--- src/rtl/rejection_sampled_shuffle_assert.svh ---
// Assertion macros shared by the shuffle RTL.
// Plain header; no dependencies beyond the including module's clock and reset.
`ifndef REJECTION_SAMPLED_SHUFFLE_ASSERT_SVH
`define REJECTION_SAMPLED_SHUFFLE_ASSERT_SVH

// Same-cycle implication.
`define RSS_AST_NOW(lbl, clk, rst_n, ante, cons, msg) \
    lbl: assert property (@(posedge clk) disable iff (!rst_n) (ante) |-> (cons)) \
        else $error(msg);

// Next-cycle implication.
`define RSS_AST_NEXT(lbl, clk, rst_n, ante, cons, msg) \
    lbl: assert property (@(posedge clk) disable iff (!rst_n) (ante) |=> (cons)) \
        else $error(msg);

`endif

--- src/rtl/rss_pkg.sv ---
// Shared constants and controller/datapath interface types for the shuffle.
// No dependencies.
package rss_pkg;

    localparam int WORD_W        = 32;
    localparam int DIGIT_W       = 4;
    localparam int SIZE_W        = 5;
    localparam int ITEM_NUM_W    = 4;
    localparam int MAX_ITEMS_DEF = 16;
    localparam int SIZE_RST      = 15;
    localparam int PADDR_W       = 3;
    localparam int PDATA_W       = 32;

    localparam logic [PADDR_W-1:0] ADDR_PERM_SIZE = 3'd0;

    // memory read address source
    typedef enum logic [1:0] {
        RSEL_POS,
        RSEL_J,
        RSEL_K
    } t_rsel;

    // memory write target
    typedef enum logic {
        WSEL_POS,
        WSEL_J
    } t_wsel;

    typedef struct packed {
        logic  start_mod;
        logic  rd_en;
        t_rsel rsel;
        logic  capture_pos;
        logic  wr_en;
        t_wsel wsel;
        logic  dec_pos;
        logic  emit_clr;
        logic  emit_inc;
        logic  load_out;
        logic  restart;
    } t_cmd;

    typedef struct packed {
        logic mod_done;
        logic reject;
        logic pos_is_one;
        logic out_free;
        logic emit_last;
    } t_sts;

endpackage

--- src/rtl/rss_mod.sv ---
// Radix-16 restoring remainder unit: word mod n, four bits per cycle.
// Depends on rss_pkg.
module rss_mod
    import rss_pkg::*;
#(
    parameter int MAX_ITEMS = MAX_ITEMS_DEF
) (
    input  logic                                 i_clk,
    input  logic                                 i_rst_n,
    input  logic                                 i_start,
    input  logic [WORD_W-1:0]                    i_word,
    input  logic [$clog2(MAX_ITEMS + 1)-1:0]     i_bound,
    output logic [$clog2(MAX_ITEMS + 1)-1:0]     o_rem,
    output logic                                 o_done
);

    localparam int NW    = $clog2(MAX_ITEMS + 1);
    localparam int STEPS = WORD_W / DIGIT_W;
    localparam int CNT_W = $clog2(STEPS);

    logic [WORD_W-1:0] r_word, n_word;
    logic [NW-1:0]     r_rem, n_rem;
    logic [CNT_W-1:0]  r_cnt;
    logic              r_busy;
    logic              r_done;

    always_comb begin
        logic [NW:0] t;
        n_rem  = r_rem;
        n_word = r_word;
        for (int b = 0; b < DIGIT_W; b++) begin
            t = {n_rem, n_word[WORD_W-1]};
            if (t >= {1'b0, i_bound}) begin
                t = t - {1'b0, i_bound};
            end
            n_rem  = t[NW-1:0];
            n_word = {n_word[WORD_W-2:0], 1'b0};
        end
    end

    always_ff @(posedge i_clk) begin
        if (!i_rst_n) begin
            r_busy <= 1'b0;
            r_done <= 1'b0;
            r_cnt  <= '0;
        end else begin
            r_done <= 1'b0;
            if (i_start) begin
                r_busy <= 1'b1;
                r_cnt  <= '0;
            end else if (r_busy) begin
                r_cnt <= r_cnt + CNT_W'(1);
                if (r_cnt == CNT_W'(STEPS - 1)) begin
                    r_busy <= 1'b0;
                    r_done <= 1'b1;
                end
            end
        end
    end

    always_ff @(posedge i_clk) begin
        if (i_start) begin
            r_word <= i_word;
            r_rem  <= '0;
        end else if (r_busy) begin
            r_word <= n_word;
            r_rem  <= n_rem;
        end
    end

    assign o_rem  = r_rem;
    assign o_done = r_done;

endmodule

--- src/rtl/rss_datapath.sv ---
// Shuffle datapath: item memory with valid bits, position, reject test,
// emit counter and output register. Depends on rss_pkg and rss_mod.
module rss_datapath
    import rss_pkg::*;
#(
    parameter int MAX_ITEMS = MAX_ITEMS_DEF
) (
    input  logic                  i_clk,
    input  logic                  i_rst_n,
    input  t_cmd                  i_cmd,
    output t_sts                  o_sts,
    input  logic                  i_restart,
    input  logic [SIZE_W-1:0]     i_size,
    input  logic [WORD_W-1:0]     i_random_word,
    output logic                  o_valid,
    input  logic                  i_stall,
    output logic [ITEM_NUM_W-1:0] o_item_number,
    output logic                  o_is_last
);

    localparam int PW = $clog2(MAX_ITEMS);
    localparam int NW = $clog2(MAX_ITEMS + 1);
    localparam int IW = (PW > ITEM_NUM_W) ? PW : ITEM_NUM_W;
    localparam int CW = (PW + 1 > SIZE_W) ? PW + 1 : SIZE_W;
    // reset position follows the reset size clipped to the store depth
    localparam int POS_INIT = ((SIZE_RST > MAX_ITEMS) ? MAX_ITEMS : SIZE_RST) - 1;

    logic [IW-1:0]        mem [MAX_ITEMS];
    logic [MAX_ITEMS-1:0] r_vld;
    logic [IW-1:0]        r_rd_data;
    logic                 r_rd_vld;
    logic [PW-1:0]        r_rd_addr;
    logic [IW-1:0]        w_rd_val;

    logic [PW-1:0]        r_pos;
    logic [PW-1:0]        r_k;
    logic [IW-1:0]        r_vpos;
    logic [WORD_W-1:0]    r_word;

    logic [NW-1:0]        w_bound;
    logic [NW-1:0]        w_rem;
    logic [PW-1:0]        w_j;
    logic [WORD_W:0]      w_chk;
    logic                 w_mod_done;

    logic [PW-1:0]        w_raddr;
    logic [PW-1:0]        w_waddr;
    logic [IW-1:0]        w_wdata;

    logic                 r_o_valid;
    logic [ITEM_NUM_W-1:0] r_o_item;
    logic                 r_o_last;
    logic                 w_out_free;
    logic                 w_emit_last;

    assign w_bound = NW'(r_pos) + NW'(1);
    assign w_j     = w_rem[PW-1:0];

    rss_mod #(
        .MAX_ITEMS (MAX_ITEMS)
    ) u_mod (
        .i_clk   (i_clk),
        .i_rst_n (i_rst_n),
        .i_start (i_cmd.start_mod),
        .i_word  (i_random_word),
        .i_bound (w_bound),
        .o_rem   (w_rem),
        .o_done  (w_mod_done)
    );

    // word lies at or past the limit iff word - rem + n - 1 overflows 32 bits
    assign w_chk = {1'b0, r_word} + (WORD_W + 1)'(w_bound) - (WORD_W + 1)'(w_rem)
                   - (WORD_W + 1)'(1);

    always_comb begin
        case (i_cmd.rsel)
            RSEL_POS: w_raddr = r_pos;
            RSEL_J:   w_raddr = w_j;
            RSEL_K:   w_raddr = r_k;
            default:  w_raddr = r_pos;
        endcase
    end

    always_comb begin
        case (i_cmd.wsel)
            WSEL_POS: begin
                w_waddr = r_pos;
                w_wdata = w_rd_val;
            end
            WSEL_J: begin
                w_waddr = w_j;
                w_wdata = r_vpos;
            end
            default: begin
                w_waddr = r_pos;
                w_wdata = w_rd_val;
            end
        endcase
    end

    // unwritten entries read as their own index
    assign w_rd_val = r_rd_vld ? r_rd_data : IW'(r_rd_addr);

    always_ff @(posedge i_clk) begin
        if (i_cmd.wr_en) begin
            mem[w_waddr] <= w_wdata;
        end
        if (i_cmd.rd_en) begin
            r_rd_data <= mem[w_raddr];
            r_rd_vld  <= r_vld[w_raddr];
            r_rd_addr <= w_raddr;
        end
        if (i_cmd.capture_pos) begin
            r_vpos <= w_rd_val;
        end
        if (i_cmd.start_mod) begin
            r_word <= i_random_word;
        end
    end

    always_ff @(posedge i_clk) begin
        if (!i_rst_n) begin
            r_vld <= '0;
            r_pos <= PW'(POS_INIT);
            r_k   <= '0;
        end else begin
            if (i_restart) begin
                r_vld <= '0;
                r_pos <= PW'(i_size - SIZE_W'(1));
            end else begin
                if (i_cmd.wr_en) begin
                    r_vld[w_waddr] <= 1'b1;
                end
                if (i_cmd.dec_pos) begin
                    r_pos <= r_pos - PW'(1);
                end
            end
            if (i_cmd.emit_clr) begin
                r_k <= '0;
            end else if (i_cmd.emit_inc) begin
                r_k <= r_k + PW'(1);
            end
        end
    end

    assign w_out_free  = !r_o_valid || !i_stall;
    assign w_emit_last = (CW'(r_k) + CW'(1)) == CW'(i_size);

    always_ff @(posedge i_clk) begin
        if (!i_rst_n) begin
            r_o_valid <= 1'b0;
        end else if (i_cmd.load_out) begin
            r_o_valid <= 1'b1;
        end else if (!i_stall) begin
            r_o_valid <= 1'b0;
        end
    end

    always_ff @(posedge i_clk) begin
        if (i_cmd.load_out) begin
            r_o_item <= w_rd_val[ITEM_NUM_W-1:0];
            r_o_last <= w_emit_last;
        end
    end

    assign o_sts.mod_done   = w_mod_done;
    assign o_sts.reject     = w_chk[WORD_W];
    assign o_sts.pos_is_one = (r_pos == PW'(1));
    assign o_sts.out_free   = w_out_free;
    assign o_sts.emit_last  = w_emit_last;

    assign o_valid       = r_o_valid;
    assign o_item_number = r_o_item;
    assign o_is_last     = r_o_last;

endmodule

--- src/rtl/rss_ctrl.sv ---
// Shuffle sequencer: steps each request through remainder, reject test,
// swap and emit. Depends on rss_pkg and rejection_sampled_shuffle_assert.svh.
`include "rejection_sampled_shuffle_assert.svh"

module rss_ctrl
    import rss_pkg::*;
(
    input  logic i_clk,
    input  logic i_rst_n,
    input  logic i_valid,
    output logic o_stall,
    output t_cmd o_cmd,
    input  t_sts i_sts
);

    typedef enum logic [2:0] {
        S_IDLE,
        S_DIV,
        S_CHECK,
        S_RD_J,
        S_WR_POS,
        S_WR_J,
        S_EMIT_RD,
        S_EMIT_LD
    } t_state;

    t_state r_state, n_state;

    assign o_stall = (r_state != S_IDLE);

    always_comb begin
        n_state           = r_state;
        o_cmd.start_mod   = 1'b0;
        o_cmd.rd_en       = 1'b0;
        o_cmd.rsel        = RSEL_POS;
        o_cmd.capture_pos = 1'b0;
        o_cmd.wr_en       = 1'b0;
        o_cmd.wsel        = WSEL_POS;
        o_cmd.dec_pos     = 1'b0;
        o_cmd.emit_clr    = 1'b0;
        o_cmd.emit_inc    = 1'b0;
        o_cmd.load_out    = 1'b0;
        o_cmd.restart     = 1'b0;
        unique case (r_state)
            S_IDLE: begin
                if (i_valid) begin
                    o_cmd.start_mod = 1'b1;
                    n_state         = S_DIV;
                end
            end
            S_DIV: begin
                if (i_sts.mod_done) begin
                    n_state = S_CHECK;
                end
            end
            S_CHECK: begin
                // fetch entry at position; harmless if the word is dropped
                o_cmd.rd_en = 1'b1;
                o_cmd.rsel  = RSEL_POS;
                n_state     = i_sts.reject ? S_IDLE : S_RD_J;
            end
            S_RD_J: begin
                o_cmd.rd_en       = 1'b1;
                o_cmd.rsel        = RSEL_J;
                o_cmd.capture_pos = 1'b1;
                n_state           = S_WR_POS;
            end
            S_WR_POS: begin
                o_cmd.wr_en = 1'b1;
                o_cmd.wsel  = WSEL_POS;
                n_state     = S_WR_J;
            end
            S_WR_J: begin
                o_cmd.wr_en   = 1'b1;
                o_cmd.wsel    = WSEL_J;
                o_cmd.dec_pos = 1'b1;
                if (i_sts.pos_is_one) begin
                    o_cmd.emit_clr = 1'b1;
                    n_state        = S_EMIT_RD;
                end else begin
                    n_state = S_IDLE;
                end
            end
            S_EMIT_RD: begin
                o_cmd.rd_en = 1'b1;
                o_cmd.rsel  = RSEL_K;
                n_state     = S_EMIT_LD;
            end
            S_EMIT_LD: begin
                if (i_sts.out_free) begin
                    o_cmd.load_out = 1'b1;
                    if (i_sts.emit_last) begin
                        o_cmd.restart = 1'b1;
                        n_state       = S_IDLE;
                    end else begin
                        o_cmd.emit_inc = 1'b1;
                        n_state        = S_EMIT_RD;
                    end
                end
            end
            default: begin
                n_state = S_IDLE;
            end
        endcase
    end

    always_ff @(posedge i_clk) begin
        if (!i_rst_n) begin
            r_state <= S_IDLE;
        end else begin
            r_state <= n_state;
        end
    end

    `RSS_AST_NEXT(a_accept_starts_div, i_clk, i_rst_n, i_valid && !o_stall, r_state == S_DIV, "accepted request did not start remainder")
    `RSS_AST_NOW(a_load_needs_room, i_clk, i_rst_n, o_cmd.load_out, i_sts.out_free, "output register overwritten")
    `RSS_AST_NOW(a_done_only_in_div, i_clk, i_rst_n, i_sts.mod_done, r_state == S_DIV, "remainder done outside divide state")
    `RSS_AST_NEXT(a_last_swap_emits, i_clk, i_rst_n, r_state == S_WR_J && i_sts.pos_is_one, r_state == S_EMIT_RD, "final swap did not start emit")

endmodule

--- src/rtl/rejection_sampled_shuffle.sv ---
// The 32-bit remainder unit retires 4 bits a cycle. Each request is finished or
// dropped before the next one is accepted; after the final swap the permutation
// drains through the single memory read port, held off while the output stalls.
// Reset (synchronous, active low): size 15, identity permutation, position 14.
// Depends on rss_pkg, rss_ctrl, rss_datapath, rss_mod.
module rejection_sampled_shuffle
    import rss_pkg::*;
#(
    parameter int MAX_ITEMS = MAX_ITEMS_DEF
) (
    input  logic                  i_clk,
    input  logic                  i_rst_n,
    // request channel
    input  logic                  i_valid,
    output logic                  o_stall,
    input  logic [WORD_W-1:0]     i_random_word,
    // result channel
    output logic                  o_valid,
    input  logic                  i_stall,
    output logic [ITEM_NUM_W-1:0] o_item_number,
    output logic                  o_is_last,
    // configuration port
    input  logic                  psel,
    input  logic                  penable,
    input  logic                  pwrite,
    input  logic [PADDR_W-1:0]    paddr,
    input  logic [PDATA_W-1:0]    pwdata,
    output logic [PDATA_W-1:0]    prdata,
    output logic                  pready
);

    // reset size clipped to what the store can hold
    localparam int SIZE_INIT = (SIZE_RST > MAX_ITEMS) ? MAX_ITEMS : SIZE_RST;

    t_cmd              w_cmd;
    t_sts              w_sts;

    logic [SIZE_W-1:0] r_size;
    logic [SIZE_W-1:0] w_wr_size;
    logic [SIZE_W-1:0] w_size_eff;
    logic              w_cfg_wr;

    assign pready   = 1'b1;
    assign w_cfg_wr = psel && penable && pwrite && (paddr == ADDR_PERM_SIZE);

    // written size is saturated into [2, MAX_ITEMS]
    always_comb begin
        w_wr_size = pwdata[SIZE_W-1:0];
        if (w_wr_size < SIZE_W'(2)) begin
            w_wr_size = SIZE_W'(2);
        end else if (32'(w_wr_size) > 32'(MAX_ITEMS)) begin
            w_wr_size = SIZE_W'(MAX_ITEMS);
        end
    end

    always_ff @(posedge i_clk) begin
        if (!i_rst_n) begin
            r_size <= SIZE_W'(SIZE_INIT);
        end else if (w_cfg_wr) begin
            r_size <= w_wr_size;
        end
    end

    // a size write restarts from the new size in the same edge
    assign w_size_eff = w_cfg_wr ? w_wr_size : r_size;

    assign prdata = (paddr == ADDR_PERM_SIZE) ? PDATA_W'(r_size) : '0;

    rss_ctrl u_ctrl (
        .i_clk   (i_clk),
        .i_rst_n (i_rst_n),
        .i_valid (i_valid),
        .o_stall (o_stall),
        .o_cmd   (w_cmd),
        .i_sts   (w_sts)
    );

    rss_datapath #(
        .MAX_ITEMS (MAX_ITEMS)
    ) u_dp (
        .i_clk         (i_clk),
        .i_rst_n       (i_rst_n),
        .i_cmd         (w_cmd),
        .o_sts         (w_sts),
        .i_restart     (w_cmd.restart || w_cfg_wr),
        .i_size        (w_size_eff),
        .i_random_word (i_random_word),
        .o_valid       (o_valid),
        .i_stall       (i_stall),
        .o_item_number (o_item_number),
        .o_is_last     (o_is_last)
    );

endmodule

--- config.mk ---
export PLATFORM = sky130hd
export DESIGN_NAME = rejection_sampled_shuffle
export DESIGN_NICKNAME = d
export VERILOG_FILES = /design/src/rtl/rss_pkg.sv /design/src/rtl/rss_mod.sv /design/src/rtl/rss_datapath.sv /design/src/rtl/rss_ctrl.sv /design/src/rtl/rejection_sampled_shuffle.sv
export VERILOG_INCLUDE_DIRS = /design/src /design/src/rtl
export SDC_FILE = /design/constraint.sdc
export NUM_CORES = 1
export LEC_CHECK = 0
export ABC_CLOCK_PERIOD_IN_PS = 7100
export BUFFER_PORTS_ARGS = -buffer_cell sky130_fd_sc_hd__buf_2
export CAP_MARGIN = 20
export CORE_ASPECT_RATIO = 1.1
export CORE_MARGIN = 2
export CORE_UTILIZATION = 37
export DETAILED_ROUTE_END_ITERATION = 10
export REMOVE_ABC_BUFFERS = 1
export SYNTH_ARGS = -nofsm -noshare
export SYNTH_HDL_FRONTEND = slang
export SYNTH_SLANG_ARGS = --single-unit
--- constraint.sdc ---
create_clock -name i_clk -period 7.1 [get_ports i_clk]
set_input_delay 1.42 -clock i_clk [delete_from_list [all_inputs] [get_ports i_clk]]
set_output_delay 1.42 -clock i_clk [all_outputs]
set_load 0.05 [all_outputs]
Yosys cells after proc, flatten, opt, wreduce, memory -nomap -nowiden
Memory sizes are Yosys's and may differ from the RTL's. A register that Yosys moved wholly into a read port is not among the register bits.
Index checks and enable logic that the tools add are counted.
Storage, ports and cells
  register bits: 121
  memory bits (writable): 64
  bits of input ports: 74
  output and inout port bits: 40
  memories: 1
Cells by class
  add/subtract/negate cells: 13
  $lt $le $gt $ge: 9
  equal/unequal tests: 16
  mux-type cells: 46
  bitwise operators: 4
  reduce and logical (&&, ||, !) cells: 18
Memories
  u_dp.mem: depth 16, bits a word 4, rd ports 1, clocked after Yosys merged registers in 1, write ports 1, line rss_datapath.sv:28  | logic [IW-1:0] mem [MAX_ITEMS];
Operators with widths (number)
  32-bit two-way mux: 2
  5-bit two-way mux: 8
  32-bit by 5-bit adder with 33-bit output: 1
  33-bit by 1-bit subtractor with 33-bit output (second input constant): 1
  33-bit by 5-bit subtractor with 33-bit output: 1
  6-bit by 5-bit >= comparator with 1-bit output: 4
  3-bit case mux with 8 select lines: 1
  4-bit case mux with 2 select lines: 3
  3-bit two-way mux: 7
  5-bit subtractor: 4
  1-bit two-way mux: 16
  16-bit bitwise OR: 1
  3-bit == test (second input constant): 5
  4-bit two-way mux: 3
  4-bit by 1-bit adder with 5-bit output (second input constant): 2
  4-bit by 5-bit < comparator with 1-bit output (second input constant): 2
  3-bit case mux with 3 select lines: 1
  4-bit by 1-bit subtractor with 4-bit output (second input constant): 2
  3-bit by 2-bit == test with 1-bit output (second input constant): 2
  3-bit logical NOT: 2
  2-bit by 1-bit inequality test with 1-bit output (second input constant): 3
  2-bit OR reduction: 3
  5-bit == test: 1
  5-bit greater-than comparator (second input constant): 1
  21 further kinds: 30

Logic depth before layout (Yosys ltp)
  depth after elaboration: 10
  depth in mapped cells: 37
  mapped depth without buffers: 34

Modules after synthesis
Synthesis repeated with hierarchy kept, for this count alone.
Unflattened totals
  cell total of the unflattened synthesis: 812
  area, all modules: 10097.2 um2
Modules (own cells, without submodules)
  rss_datapath: instances 1, cells each 475, area each 6538.8 um2, seq. area each 3923.8 um2
  rss_mod: instances 1, cells each 228, area each 2708.8 um2, seq. area each 1161.1 um2
  rejection_sampled_shuffle: instances 1, cells each 68, area each 555.5 um2, seq. area each 100.1 um2
  rss_ctrl: instances 1, cells each 41, area each 294.0 um2, seq. area each 60.1 um2

Worst setup path before layout
No wires, ideal clock.
  kind: reg-to-reg
  start point: register u_dp.r_pos[0]
  end point: register u_dp.u_mod.r_rem[1], in the netlist u_dp.u_mod.o_rem[1]
  library setup time: 0.066 ns
  arrival: 7.626 ns
  required time: 7.034 ns
  setup slack: -0.593 ns
  stages on the path, launching flop included: 34
  period minus slack after synthesis: 7.693 ns
  cell sequence: dfxtp_1 -> buf_2 -> inv_1 -> ha_1 -> inv_1 -> ha_1 -> a311o_1 -> maj3_2 -> a21oi_1 -> mux2i_1 -> fa_1 -> a21oi_1 -> o211ai_1 -> a21o_1 -> a2111oi_4 -> a21o_1 -> buf_6 -> mux2i_1 -> inv_1 -> ha_1 -> a21oi_1 -> o211ai_1 -> a21oi_1 -> a21boi_0 -> a21o_1 -> buf_6 -> mux2_2 -> ha_1 -> and3_1 -> a31oi_1 -> nand2_1 -> a211oi_4 -> mux2_4 -> a21oi_2
Between the ends
  word-level cells in the longest chain between the ends: 9
Ends and longest elaborated chain
  start: declaration: line rss_datapath.sv:35  | logic [PW-1:0] r_pos;
  start signal: assignment: line rss_datapath.sv:124  | r_pos <= PW'(POS_INIT);
  start signal: assignment: line rss_datapath.sv:129  | r_pos <= PW'(i_size - SIZE_W'(1));
  start signal: assignment: line rss_datapath.sv:135  | r_pos <= r_pos - PW'(1);
  4-bit by 1-bit adder with 5-bit output (*): line rss_datapath.sv:56  | assign w_bound = NW'(r_pos) + NW'(1);
  5-bit subtractor / 6-bit by 5-bit >= comparator with 1-bit output (equally long branches): line rss_mod.sv:34, rss_mod.sv:33
  5-bit two-way mux: line rss_mod.sv:33  | if (t >= {1'b0, i_bound}) begin
  5-bit subtractor / 6-bit by 5-bit >= comparator with 1-bit output (equally long branches): line rss_mod.sv:34, rss_mod.sv:33
  5-bit two-way mux: line rss_mod.sv:33
  6-bit by 5-bit >= comparator with 1-bit output / 5-bit subtractor (equally long branches): line rss_mod.sv:33, rss_mod.sv:34
  5-bit two-way mux: line rss_mod.sv:33
  5-bit subtractor / 6-bit by 5-bit >= comparator with 1-bit output (equally long branches): line rss_mod.sv:34, rss_mod.sv:33
  5-bit two-way mux (*): line rss_mod.sv:33
  end signal: assignment: line rss_mod.sv:67  | r_rem <= n_rem;
  end: declaration: line rss_mod.sv:22  | logic [NW-1:0] r_rem, n_rem;
Mark *: on every way between the ends. The rest lies on a longest branch, timed or not.
A chain may end at the register's enable or synchronous reset.

Worst setup path in the final report
  start point: register u_dp.r_pos[1]
  end point: register u_dp.u_mod.r_rem[4], in the netlist u_dp.u_mod.o_rem[4]
Between the ends
  word-level cells in the longest chain between the ends: 9
Ends and longest elaborated chain (line)
  4-bit by 1-bit adder with 5-bit output (*): rss_datapath.sv:56
  5-bit subtractor / 6-bit by 5-bit >= comparator with 1-bit output (equally long branches): rss_mod.sv:34, rss_mod.sv:33
  5-bit two-way mux: rss_mod.sv:33
  5-bit subtractor / 6-bit by 5-bit >= comparator with 1-bit output (equally long branches): rss_mod.sv:34, rss_mod.sv:33
  5-bit two-way mux: rss_mod.sv:33
  5-bit subtractor / 6-bit by 5-bit >= comparator with 1-bit output (equally long branches): rss_mod.sv:34, rss_mod.sv:33
  5-bit two-way mux: rss_mod.sv:33
  5-bit subtractor / 6-bit by 5-bit >= comparator with 1-bit output (equally long branches): rss_mod.sv:34, rss_mod.sv:33
  5-bit two-way mux (*): rss_mod.sv:33
Marks and branches as above.

==> flow_metrics.py <==
metrics = {
    "clocking": {
        "clock_sinks": 189,
        "cts_tree": "done",
        "insertion_delay_ns": 0.45,
        "cts_buffers": 17,
        "clkTransAtPathRegs_ns": 0.07,
        "root_buffer": "clkbuf_16",
        "cts-htree-levels": 4,
        "clk_path_buf_depth": 2,
    },
    "global_routing": {
        "grt_max_degree": 62,
        "use_met1": 0.199,
        "grt_pass1_wl_um": 36000,
        "grt_util_met2": 0.290,
        "first_global_vias": 6981,
        "grt-ovfl-total": 0,
        "antenna_found_initial": 0,
        "grt_usage": 0.162,
        "top_usage_layer": "met2",
        "use_met3": 0.0296,
    },
    "floorplanning": {
        "core_sq_um": 26700,
        "dieArea_sq_um": 28300,
        "dieWidth_um": 160,
        "row_count": 63,
        "start_util": 0.373,
        "die_h_um": 176,
        "io_pins": 114,
    },
    "layout": {
        "final_common_cell": "nand2_1",
        "fin_cells": 1425,
        "nets": 1194,
        "final_area_sq_um": 12000,
        "num_antenna_cells": 0,
        "final_cell_mix": "166 x nand2_1, 146 x edfxtp_1, 73 x buf_4, 63 x inv_1, 58 x buf_2",
        "area_growth_pct": 20.0,
        "final_core_util": 0.447,
        "drive_gt1_frac": 0.218,
    },
    "detailed_routing": {
        "first_iter_violations": 493,
        "ant_nets": 0,
        "drtPass1Iterations": 7,
        "vias": 7082,
        "drc": 0,
        "routed_via_density": 4.97,
        "wl_per_cell_um": 15.5,
        "totalWireLength_um": 22100,
    },
    "sta": {
        "holdWs_ns": 0.460,
        "fin_crit_sh": 0.996,
        "hold_viol": 0,
        "tns_ns": 0,
        "worstMarginPinSlew_ns": 1.00,
        "fmax_mhz": 141,
        "fin_skew_ns": 0.0107,
        "rsz0062_at_grt": "yes",
        "slew_headroom": 0.328,
        "slew_viol_final": 0,
        "worst_slack_ns": 0.0270,
        "finalSetupViolCount": 0,
        "period_needed_ns": 7.07,
    },
    "power": {
        "p_leak_nw": 4.81,
        "p_sw_mw": 1.30,
        "peakVddDrop_v": 0.000186,
        "power.internal_mw": 2.61,
        "swShare": 0.332,
        "fin_total_pwr_mw": 3.91,
        "combPwrFrac": 0.422,
        "power_density_nw_per_um2": 327,
        "seqPwrFrac": 0.325,
        "power.share.clock": 0.252,
    },
    "placement": {
        "place_ws_ns": -0.713,
        "place_hpwl_um": 15300,
        "placed_area_sq_um": 10900,
        "globalplace.congestion": 0.840,
        "port_buffers": 58,
        "place_inst": 1372,
    },
    "logic_synthesis": {
        "synth-seq-cells": 189,
        "synth_top_area_share": 0.440,
        "yosys-top-cells-area": "edfxtp_1 44%, dfxtp_1 8.6%, ha_1 7.2%",
        "seq_area_frac_synth": 0.526,
        "synth_top_cell_by_area": "edfxtp_1",
        "syn-instance-count": 940,
        "syn_area_sq_um": 9960,
        "synth_top_flop_cell": "edfxtp_1",
        "async_flop_share": 0,
        "yosys_warnings": 0,
        "synth.distinct_cells": 68,
        "synth_edf_count": 146,
        "syn-mean-instance-area_sq_um": 10.6,
    },
    "critical_path": {
        "max_stage_delay_ns": 0.37,
        "rr_startpoint": "u_dp.r_pos[1]",
        "crit_fanout": 4,
        "start_kind": "flop",
        "crit_top_cell": "ha_4",
        "critPathKind": "flop to flop",
        "r2r_slack_ns": 0.03,
        "required_ns": 7.47,
        "critPathArrivalTime_ns": 7.44,
        "crit_slowest_cell": "dfxtp_4",
        "reg2reg_depth": 36,
        "timing.rr.end": "u_dp.u_mod.o_rem[4]",
        "cp-end-kind": "flop",
    },
    "min_path": {
        "hold_end": "u_dp.r_vld[10]",
        "hold_class": "flop to flop",
        "min_from": "u_dp.r_vld[10]",
        "hold_depth": 1,
    },
    "run_status": {
        "status": "complete, no violations",
    },
    "run": {
        "cap_violations": 0,
    },
}
-- worst max-delay path, delay by kind of cell (launching register included) --
kind | cells | cell delay, ns
AOI/OAI and AO/OA | 14 | 2.47
adders and majority gates | 6 | 1.41
muxes | 4 | 1.20
buffers and inverters | 6 | 0.75
and+or+nand+nor | 5 | 0.59
DFF | 1 | 0.37
xor gates and xnor gates | 1 | 0.16
-- power by group through the flow --
stage	Combinational [mW]	Sequential, mW	Clock, mW
2_1_floorplan	0.815	1.30	0
3_3_place_gp	1.27	1.29	0
3_5_place_dp	1.28	1.29	0
4_1_cts	1.50	1.27	0.999
5_1_grt	1.79	1.28	1.05
6_report	1.65	1.27	0.986
-- kinds of logic after synthesis --
family / synth area share
AOI/OAI and AO/OA: 0.128
buffers and inverters: 0.0638
other: 0.000754
and+or+nand+nor: 0.140
muxes: 0.0275
adders and majority gates: 0.0898
DFF: 0.526
xor gates and xnor gates: 0.0236
-- cell usage after synthesis (all sizes together), types with 5 or more instances --
master and number:
a311oi 11, and2 21, xor2 6, xnor2 20, dfxtp 43, clkbuf 31
nand2 167, ha 57, inv 70, nor2 44, a21o 12, buf 35
o221ai 5, nand2b 6, a21oi 37, nand4 7, and3 9, fa 8
a31oi 17, mux2 13, edfxtp 146, o21a 16, nor3 15, nand3 24
a211oi 24, o21ai 31, nor2b 5, mux2i 12, o211ai 10
-- worst max path at each step --
stage	from	to	cells after the start
finish	u_dp.r_pos[1]	u_dp.u_mod.o_rem[4]	36
global route	u_dp.r_pos[0]	u_dp.u_mod.o_rem[4]	36
CTS	u_dp.r_pos[0]	u_dp.u_mod.o_rem[1]	34
detailed placement	u_dp.r_pos[1]	u_dp.u_mod.o_rem[1]	33
global placement	u_dp.r_pos[1]	u_dp.u_mod.o_rem[1]	34
floorplan	u_dp.r_pos[0]	u_dp.u_mod.o_rem[1]	30
-- per-layer routing --
layer  share of wire  vias up  wire [um]
met5               0        -          0
met4           0.017        0        373
met3           0.030       32        669
met2            0.52      130      11500
met1            0.43     3390       9620
li1                -     3530          -
-- timing repair --
action                     CTS  global route
cloned                       0             0
buffers inserted            12             8
gates resized for setup     39            16
pin swaps                   20            28
hold buffers                 0             0
setup endpoints to repair    5             5
-- area by class of cell --
| type | instances | area [sq um] |
|---|---|---|
| multi-input cells | 641 | 4470 |
| clock inverters | 15 | 193 |
| flip-flops and latches | 189 | 5250 |
| well taps | 357 | 447 |
| fillers | 2503 | 14800 |
| inverters | 70 | 263 |
| repair buffers | 136 | 903 |
| clock buffers | 17 | 425 |
-- sequential cells by signal, indices dropped and copies added, names as in the netlist, 5 cells and up --
name / count
u_dp.u_mod.r_word: 32
u_dp.r_word: 32
u_dp.mem: 64
u_dp.u_mod.o_rem: 5
r_size: 5
u_dp.r_vld: 16
Note: power is estimated with default switching activity, not from simulation.
